$ cat config.mk
export PLATFORM = sky130hd
export DESIGN_NAME = isometric_icon_texel_mapper_core
export DESIGN_NICKNAME = d
export VERILOG_FILES = /design/src/iitm_pkg.sv /design/src/iitm_lane.sv /design/src/iitm_coord.sv /design/src/isometric_icon_texel_mapper_core.sv
export SDC_FILE = /design/constraint.sdc
export NUM_CORES = 1
export LEC_CHECK = 0
export ABC_CLOCK_PERIOD_IN_PS = 10300
export BUFFER_PORTS_ARGS = -buffer_cell sky130_fd_sc_hd__buf_2
export CAP_MARGIN = 40
export CELL_PAD_IN_SITES_DETAIL_PLACEMENT = 1
export CELL_PAD_IN_SITES_GLOBAL_PLACEMENT = 2
export CORE_MARGIN = 1.5
export CORE_UTILIZATION = 28
export CTS_CLUSTER_SIZE = 10
export DETAILED_ROUTE_END_ITERATION = 12
export MAX_ROUTING_LAYER = met4
export PLACE_DENSITY = 0.77
export SLEW_MARGIN = 20
export SYNTH_ARGS = -nofsm -noshare
export SYNTH_HDL_FRONTEND = slang
export SYNTH_SLANG_ARGS = --single-unit
$ cat constraint.sdc
create_clock -name clk -period 10.3 [get_ports clk]
set_input_delay 2.06 -clock clk [delete_from_list [all_inputs] [get_ports clk]]
set_output_delay 2.06 -clock clk [all_outputs]
set_load 0.02 [all_outputs]
$ cat src/iitm_pkg.sv
// Package with the face codes, field widths and shared types of the texel mapper.
package iitm_pkg;

	localparam int KIND_W   = 2;
	localparam int INDEX_W  = 8;
	localparam int POS_W    = 5;
	localparam int TEXEL_W  = 32;
	localparam int DEST_X_W = 10;
	localparam int DEST_Y_W = 8;
	localparam int CHAN_W   = 8;
	localparam int LANES    = 3;

	localparam logic [KIND_W-1:0] KIND_LEFT  = 2'd0;
	localparam logic [KIND_W-1:0] KIND_RIGHT = 2'd1;
	localparam logic [KIND_W-1:0] KIND_TOP   = 2'd2;
	localparam logic [KIND_W-1:0] KIND_NONE  = 2'd3;

	localparam logic [TEXEL_W-1:0] OPAQUE_ALPHA = 32'hFF00_0000;

	// floor(n/3) for n below 512 is floor(n*171/512); with n = 2*avg the
	// constant folds to 342.
	localparam logic [8:0] DARK_MUL   = 9'd342;
	localparam int         DARK_SHIFT = 9;

	localparam logic [DEST_X_W-1:0] HALF_WIDTH      = 10'd16;
	localparam logic [DEST_Y_W-1:0] SIDE_ROW_OFFSET = 8'd8;
	localparam logic [DEST_Y_W-1:0] RIGHT_ROW_BIAS  = 8'd7;

	typedef struct packed {
		logic [DEST_X_W-1:0] dest_x;
		logic [DEST_Y_W-1:0] dest_y;
	} dest_t;

endpackage

$ cat src/iitm_lane.sv
// One color channel lane: averages four bytes, then darkens to two thirds.
module iitm_lane (
	input  logic                       clk,
	input  logic [iitm_pkg::CHAN_W-1:0] chan_a,
	input  logic [iitm_pkg::CHAN_W-1:0] chan_b,
	input  logic [iitm_pkg::CHAN_W-1:0] chan_c,
	input  logic [iitm_pkg::CHAN_W-1:0] chan_d,
	output logic [iitm_pkg::CHAN_W-1:0] dark_s2
);
	import iitm_pkg::*;

	logic [CHAN_W+1:0]   sum;
	logic [CHAN_W-1:0]   avg_s1;
	logic [CHAN_W+8:0]   prod;

	assign sum = {2'b00, chan_a} + {2'b00, chan_b} + {2'b00, chan_c} + {2'b00, chan_d};

	always_ff @(posedge clk) begin
		avg_s1 <= sum[CHAN_W+1:2];
	end

	assign prod = {9'd0, avg_s1} * {8'd0, DARK_MUL};

	always_ff @(posedge clk) begin
		dark_s2 <= prod[DARK_SHIFT+CHAN_W-1:DARK_SHIFT];
	end

endmodule

$ cat src/iitm_coord.sv
// Destination coordinate mapper for the left, right and top faces.
module iitm_coord (
	input  logic                         clk,
	input  logic [iitm_pkg::KIND_W-1:0]  kind,
	input  logic [iitm_pkg::INDEX_W-1:0] block_index,
	input  logic [iitm_pkg::POS_W-1:0]   col,
	input  logic [iitm_pkg::POS_W-1:0]   row,
	output iitm_pkg::dest_t              dest_s1
);
	import iitm_pkg::*;

	logic [DEST_X_W-1:0] cx;
	logic [DEST_Y_W-1:0] cy;
	logic [DEST_X_W-1:0] x_w;
	logic [DEST_X_W-1:0] xh_w;
	logic [DEST_X_W-1:0] yh_w;
	logic [DEST_Y_W-1:0] x_n;
	logic [DEST_Y_W-1:0] y_n;
	logic [DEST_Y_W-1:0] xh_n;
	logic [DEST_Y_W-1:0] xq_n;
	logic [DEST_Y_W-1:0] yq_n;
	logic [DEST_Y_W-1:0] xo_n;
	dest_t               dest;

	assign cx   = {block_index[4:0], 5'd0};
	assign cy   = {block_index[7:5], 5'd0};
	assign x_w  = {5'd0, col};
	assign xh_w = {6'd0, col[4:1]};
	assign yh_w = {6'd0, row[4:1]};
	assign x_n  = {3'd0, col};
	assign y_n  = {3'd0, row};
	assign xh_n = {4'd0, col[4:1]};
	assign xq_n = {5'd0, col[4:2]};
	assign yq_n = {5'd0, row[4:2]};
	assign xo_n = {7'd0, col[0]};

	always_comb begin
		case (kind)
			KIND_LEFT: begin
				dest.dest_x = cx + x_w;
				dest.dest_y = cy + y_n + SIDE_ROW_OFFSET + xh_n;
			end
			KIND_RIGHT: begin
				dest.dest_x = cx + x_w + HALF_WIDTH;
				dest.dest_y = cy + y_n + SIDE_ROW_OFFSET + RIGHT_ROW_BIAS - xh_n;
			end
			default: begin
				// Top face; the unused code is dropped by the valid pipeline.
				dest.dest_x = cx + HALF_WIDTH + xh_w - yh_w;
				dest.dest_y = cy + xq_n + yq_n + xo_n;
			end
		endcase
	end

	always_ff @(posedge clk) begin
		dest_s1 <= dest;
	end

endmodule

$ cat src/isometric_icon_texel_mapper_core.sv
// Top level of the isometric icon texel mapper: color lanes, coordinates and merge.
//
//  channel | handshake     | payload
//  --------+---------------+--------------------------------------------------
//  input   | start / busy  | kind, block_index, col, row, texel_a .. texel_d
//  result  | done (strobe) | dest_x, dest_y, color
//
// The block is a two-stage pipeline and takes one beat in every cycle; busy
// is tied low. Each result comes out of the lane pipeline, where the quad
// average is registered, then the two-thirds multiply is registered, with
// done high for exactly one cycle. An input beat with the unused face code
// produces no result. Reset clears only the valid pipeline; the receiver
// cannot stall, so nothing is held.
module isometric_icon_texel_mapper_core (
	input  logic                              clk,
	input  logic                              arst_n,
	input  logic                              start,
	output logic                              busy,
	input  logic [iitm_pkg::KIND_W-1:0]       kind,
	input  logic [iitm_pkg::INDEX_W-1:0]      block_index,
	input  logic [iitm_pkg::POS_W-1:0]        col,
	input  logic [iitm_pkg::POS_W-1:0]        row,
	input  logic [iitm_pkg::TEXEL_W-1:0]      texel_a,
	input  logic [iitm_pkg::TEXEL_W-1:0]      texel_b,
	input  logic [iitm_pkg::TEXEL_W-1:0]      texel_c,
	input  logic [iitm_pkg::TEXEL_W-1:0]      texel_d,
	output logic                              done,
	output logic [iitm_pkg::DEST_X_W-1:0]     dest_x,
	output logic [iitm_pkg::DEST_Y_W-1:0]     dest_y,
	output logic [iitm_pkg::TEXEL_W-1:0]      color
);
	import iitm_pkg::*;

	logic                     valid_s1;
	logic                     valid_s2;
	logic                     is_top_s1;
	logic                     is_top_s2;
	logic [TEXEL_W-1:0]       top_texel_s1;
	logic [TEXEL_W-1:0]       top_texel_s2;
	dest_t                    dest_s1;
	dest_t                    dest_s2;
	logic [CHAN_W-1:0]        dark_s2 [LANES];

	// The pipeline never stalls, so a new beat is always welcome.
	assign busy = 1'b0;

	// One lane per color channel; alpha is not averaged.
	for (genvar i = 0; i < LANES; i++) begin : g_lane
		iitm_lane u_lane (
			.clk     (clk),
			.chan_a  (texel_a[i*CHAN_W +: CHAN_W]),
			.chan_b  (texel_b[i*CHAN_W +: CHAN_W]),
			.chan_c  (texel_c[i*CHAN_W +: CHAN_W]),
			.chan_d  (texel_d[i*CHAN_W +: CHAN_W]),
			.dark_s2 (dark_s2[i])
		);
	end

	iitm_coord u_coord (
		.clk         (clk),
		.kind        (kind),
		.block_index (block_index),
		.col         (col),
		.row         (row),
		.dest_s1     (dest_s1)
	);

	// Valid pipeline. The unused face code never enters it.
	always_ff @(posedge clk or negedge arst_n) begin
		if (!arst_n) begin
			valid_s1 <= 1'b0;
			valid_s2 <= 1'b0;
		end else begin
			valid_s1 <= start && !busy && (kind != KIND_NONE);
			valid_s2 <= valid_s1;
		end
	end

	// Payload that travels alongside the lanes: the top texel is passed
	// through untouched, the coordinates wait one stage for the color.
	always_ff @(posedge clk) begin
		is_top_s1    <= (kind == KIND_TOP);
		top_texel_s1 <= texel_a;
		is_top_s2    <= is_top_s1;
		top_texel_s2 <= top_texel_s1;
		dest_s2      <= dest_s1;
	end

	// Merge stage: side faces get the shaded quad with opaque alpha, the top
	// face gets its texel as it came in.
	assign done   = valid_s2;
	assign dest_x = dest_s2.dest_x;
	assign dest_y = dest_s2.dest_y;
	assign color  = is_top_s2 ? top_texel_s2
	                          : (OPAQUE_ALPHA | {8'd0, dark_s2[2], dark_s2[1], dark_s2[0]});

endmodule
# Yosys cells after proc, flatten, opt, wreduce, memory -nomap -nowiden
# Cells that the tools add are included.
dict set report word_totals {
  register_bits 152
  latchBits 0
  ram_bits 0
  romBits 0
  in_bits 151
  output_inout_bits 52
  elab_cells 48
  n_memories 0
}
dict set report classes {
  n_addsub 22
  n_mul 3
  n_div 0
  n_lt_le_gt_ge 0
  n_eq_ne 3
  shifts 0
  n_mux 2
  n_bitwise 0
  reduce_logical 2
}
# operator count
set op_table {}
lappend op_table {{adder 10 x 8 -> 10 bit} 6}
lappend op_table {{multiplier 8 x 8 -> 16 bit, second input constant} 3}
lappend op_table {{one-hot mux 18 bit (2 select lines)} 1}
lappend op_table {{2-to-1 mux 32 bit} 1}
lappend op_table {{adder 8 x 8 -> 9 bit} 3}
lappend op_table {{adder 10 x 5 -> 10 bit, second input constant} 2}
lappend op_table {{adder 8 x 3 -> 8 bit} 2}
lappend op_table {{adder 10 x 4 -> 10 bit} 1}
lappend op_table {{adder 10 x 5 -> 10 bit} 1}
lappend op_table {{subtractor 10 x 4 -> 10 bit} 1}
lappend op_table {{adder 8 x 1 -> 8 bit} 1}
lappend op_table {{adder 8 x 3 -> 8 bit, second input constant} 1}
lappend op_table {{adder 8 x 4 -> 8 bit} 1}
lappend op_table {{adder 8 x 4 -> 8 bit, second input constant} 1}
lappend op_table {{adder 8 x 5 -> 8 bit} 1}
lappend op_table {{subtractor 8 x 4 -> 8 bit} 1}
lappend op_table {{equality test 2 x 1 -> 1 bit, second input constant} 1}
lappend op_table {{equality test 2 bit, second input constant} 1}
lappend op_table {{zero test 2 bit} 1}
lappend op_table {{!= test 2 bit, second input constant} 1}
lappend op_table {{logical AND 1 bit} 1}

# Depth between registers and ports, before layout
dict set report logic_depth {
  word_depth 5
  depth_mapped 16
  mapped_depth_nobuf 16
}

# Modules after synthesis
# Synthesis repeated with hierarchy kept, for this count alone.
dict set report unflattened {
  hier_cells 934
  area_unflattened_um2 10012.1
}
# module n_inst cells_per_inst area_per_inst_um2 seq_area_each_um2
set modules_own_cells {}
lappend modules_own_cells {{iitm_lane (g_lane[0].u_lane)} 1 219 2169.6 320.3}
lappend modules_own_cells {isometric_icon_texel_mapper_core 1 125 2110.8 1731.7}
lappend modules_own_cells {{iitm_lane (g_lane[2].u_lane)} 1 207 2097.0 320.3}
lappend modules_own_cells {{iitm_lane (g_lane[1].u_lane)} 1 207 2085.8 320.3}
lappend modules_own_cells {iitm_coord 1 176 1549.0 360.3}

# Worst setup path after synthesis
# Ideal clock, no wire load.
dict set report synth_timing {
  kind {input-to-reg}
  start {input texel_a[8] in the netlist's numbering}
  end {register g_lane[1].u_lane.avg_s1[7]}
  setup_time_ns 0.126
  arrival_time_ns 4.521
  t_required_ns 10.174
  setup_slack_ns 5.653
  stages 12
  path_buffers 0
  cell_sequence {ha_1 > inv_1 > fa_1 > xor2_1 > fa_1 > inv_1 > fa_1 > a21o_1 > a21oi_1 > o21bai_1 > a21oi_1 > o21ai_0}
}
dict set report synth_between {
  elab_chain_len 3
}
# item line_no
set synth_rtl {}
lappend synth_rtl {{start: declaration} isometric_icon_texel_mapper_core.sv:23} ;# input logic [iitm_pkg::TEXEL_W-1:0] texel_a,
lappend synth_rtl {{adder 8 x 8 -> 9 bit} iitm_lane.sv:16} ;# assign sum = {2'b00, chan_a} + {2'b00, chan_b} + {2'b00, chan_c} + {2'b00, chan_d};
lappend synth_rtl {{adder 10 x 8 -> 10 bit (2 in a row)} iitm_lane.sv:16}
lappend synth_rtl {{via g_lane[1].u_lane.sum[9]} iitm_lane.sv:12} ;# logic [CHAN_W+1:0] sum;
lappend synth_rtl {{end signal: assignment} iitm_lane.sv:19} ;# avg_s1 <= sum[CHAN_W+1:2];
lappend synth_rtl {{end: declaration} iitm_lane.sv:13} ;# logic [CHAN_W-1:0] avg_s1;
# The timed path passes the listed nets, and every way through them passes these cells.

# Final worst setup path
dict set report layout_timing {
  start {input texel_a[16] in the netlist's numbering}
  end {register g_lane[2].u_lane.avg_s1[6]}
}
dict set report layout_between {
  elab_chain_len 3
}
# item line_no
set layout_rtl {}
lappend layout_rtl {{adder 8 x 8 -> 9 bit} iitm_lane.sv:16}
lappend layout_rtl {{adder 10 x 8 -> 10 bit (2 in a row)} iitm_lane.sv:16}
lappend layout_rtl {{via g_lane[2].u_lane.sum[8]} iitm_lane.sv:12}
lappend layout_rtl {{end signal: assignment} iitm_lane.sv:19}
lappend layout_rtl {{end: declaration} iitm_lane.sv:13}
# The timed path passes the listed nets, and every way through them passes these cells.

==> results_dict.tcl <==
set metrics [dict create \
    timing.max_slew.rel_slack_pct 62.9 \
    die-width_um 195 \
    drive_gt1_share_pct 20.3 \
    timing.critical_path.arrival_ns 5.19 \
    cts_sinks 152 \
    post_cts_resized 0 \
    die-area_sq_um 37900 \
    ys_seq_area_share_pct 29.7 \
    setup.worst_path.start_class "input pin" \
    vias_per_cell 4.35 \
    initial_utilization_pct 28.3 \
    hold_slack_ns 0.324 \
    critPathMaxFanout 3 \
    postSynth.topFlopCell "sky130_fd_sc_hd__dfxtp_1" \
    postCtsSetupRepairBufs 0 \
    cts_inserted_buffers 17 \
    min_period_over_period_pct 46.9 \
    slew_violations 0 \
    cts_hold_repair.buffers 0 \
    cp_slowest_cell "sky130_fd_sc_hd__fa_1" \
    rr_worst_depth 13 \
    synthCells 1030 \
    clk_transition_reported_paths_ns 0.07 \
    largest_net_degree_at_the_start_of_global_routing 28 \
    area_growth_syn_to_layout_pct 19.8 \
    die_h_um 195 \
    min_delay_path_depth 0 \
    post_synth_main_area_contributors "sky130_fd_sc_hd__dfxtp_1, sky130_fd_sc_hd__ha_1, sky130_fd_sc_hd__fa_1" \
    routed_wire_length_per_instance_um 14.2 \
    synth_top_cell_area_share_pct 29.2 \
    num_rows 70 \
    worst_skew_late_latency_ns 0.45 \
    cts_buffer_depth 2 \
    grt_pass1_vias 8194 \
    critPathKind "in -> reg" \
    fill_cells 4238 \
    cap_viol_max_count 0 \
    synth.cells.most_frequent "sky130_fd_sc_hd__inv_1, sky130_fd_sc_hd__ha_1, sky130_fd_sc_hd__dfxtp_1" \
    timing.fmax_mhz 207 \
    routed_wirelength_um 24100 \
    drcViolationCount 0 \
    rsz0062_at_grt "no" \
    portBuffers 177 \
    grt_overflow_total 0 \
    nNetsFinal 1632 \
    critical_path_depth 17 \
    yosysMostFrequentCell "sky130_fd_sc_hd__inv_1" \
    crit_path_cell_trace "buf_2 > ha_1 > inv_1 > fa_1 > nor2b_1 > o21ai_0 > a21boi_0 > o21a_1 > nor2_1 > xor2_1 > fa_1 > inv_1 > ha_1 > o21ai_0 > o21bai_1 > a21oi_1 > xnor2_1" \
    run_status "complete, no violations" \
    detail_route.first_pass.iterations 4 \
    post-dp-hpwl_um 20300 \
    regToRegStartpoint "g_lane[0].u_lane.avg_s1[1]" \
    ant_nets 0 \
    synth.lib_cells_used.distinct 53 \
    drt-initial-drc-count 146 \
    avgSynthCellArea_sq_um 10.0 \
    synth_area_sq_um 10300 \
    setup.worst_path.end "g_lane[2].u_lane.avg_s1[6]" \
    yosysWarningCount 0 \
    cts_tree "yes" \
    n_antenna_cell 0 \
    setup.reg_to_reg.worst_slack_ns 6.18 \
    worst_hold_startpoint "top_texel_s1[15]" \
    ys_ff_latch 152 \
    critical_path.top_delay_family "adder cells" \
    critPathLaunch "texel_a[16]" \
    clock-skew-final_ns 0.0126 \
    count_of_buffering_cells_on_the_critical_path_with_inverters_included 3 \
    grt_util_all_layers_pct 13.8 \
    synth_area_leader_cell "sky130_fd_sc_hd__dfxtp_1" \
    setup_viol 0 \
    critPathRequiredTime_ns 10.66 \
    crit-reg2reg-capture "g_lane[0].u_lane.dark_s2[6]" \
    number_of_synthesized_flops_with_an_enable_pin 0 \
    tightestPinTransition_ns 0.552 \
    grt_first_pass_wirelength_um 39800 \
    floorplan.core_area_sq_um 36400 \
    endpoint_kind "flip-flop" \
    hp-class "reg -> reg" \
    final_hold_viol_count 0 \
    max_stage_delay_ns 0.51 \
    placer_congestion 0.788 \
    clock_tree.root_cell "sky130_fd_sc_hd__clkbuf_16" \
    final_total_negative_setup_slack_ns 0 \
    async_reset_ff_share_pct 1.32 \
    top_level_ports 203 \
    storage_element_area_sq_um 3050 \
    cts_htree_levels 4 \
    vias 7394 \
    synth.net_count 1444 \
    multiInputGateArea_sq_um 6390 \
    antenna_found_initial 0 \
    period_needed_ns 4.83 \
]
## final cells by class
class | instances | share of cell area [%]
inverters | 216 | 6.57
well taps | 468 | 4.75
clock inverters | 14 | 1.12
repair buffers | 178 | 7.41
clock buffers | 18 | 3.56
flip-flops and latches | 152 | 24.8
multi-input cells | 653 | 51.8
## stage by stage
stage          instances  utilization [%]  instance area [sq um]  setup slack [ns]
2_1_floorplan       1030                -                  10300              5.65
5_1_grt             1699             33.9                  12300              5.33
4_1_cts             1699             33.9                  12300              5.45
3_3_place_gp        1666             32.2                  11700              5.18
3_5_place_dp        1667             32.3                  11800              5.09
6_report            1699             33.9                  12300              5.47
## per-layer routing
| layer | track usage, % | vias to the layer above | routed length (um) |
|---|---|---|---|
| met4 | 3.96 | 0 | 376 |
| met2 | 23.1 | 141 | 11500 |
| met3 | 3.35 | 27 | 1140 |
| li1 | - | 3708 | - |
| met1 | 16.4 | 3518 | 11100 |
| met5 | - | - | 0 |
## cells in the final DEF (no fill, tap or decap), drive strengths merged, types with 3 or more instances in the layout
master and instances:
clkbuf 18, a211oi 7, buf 178, o31ai 3
dfxtp 150, o21a 7, xor2 29, a21oi 49
o21ai 31, nand2b 15, nor2b 11, mux2i 5
nor2 52, o21bai 6, fa 68, nand3 7
o41ai 3, nand2 30, nor3 5, mux2 27
inv 223, a21boi 8, xnor2 44, a21o 17
and2 4, nand4 5, clkinvlp 4, ha 195
## state kept, by name, indices dropped and copies added (netlist names)
signal	cells
g_lane.u_lane.avg_s1	24
done	1
dest_y	8
top_texel_s2	32
u_coord.dest_s1	18
top_texel_s1	32
g_lane.u_lane.dark_s2	24
is_top_s1	1
dest_x	10
valid_s1	1
is_top_s2	1
## how the worst min path moves through the flow
stage	end	slack (ns)
after global placement	top_texel_s2[22]	0.31
after CTS	top_texel_s2[15]	0.33
after global routing	dest_y[5]	0.33
after floorplan	dest_x[0]	0.31
after detailed placement	top_texel_s2[22]	0.31
final	top_texel_s2[15]	0.32
## cells by family (layout without fill, tap and decap cells)
| group | after synthesis | in the layout | share of synthesized area, % |
|---|---|---|---|
| xor gates and xnor gates | 73 | 73 | 6.21 |
| and+or+nand+nor | 135 | 135 | 6.19 |
| buffers and inverters | 225 | 426 | 8.25 |
| other | 1 | 1 | 0.0364 |
| muxes | 32 | 32 | 3.44 |
| DFF | 152 | 152 | 29.7 |
| AOI/OAI and AO/OA | 149 | 149 | 9.31 |
| adders and majority gates | 263 | 263 | 36.9 |
Power is not shown: default switching activity piles up to over one toggle a cycle in this logic, so the estimate is an artifact.
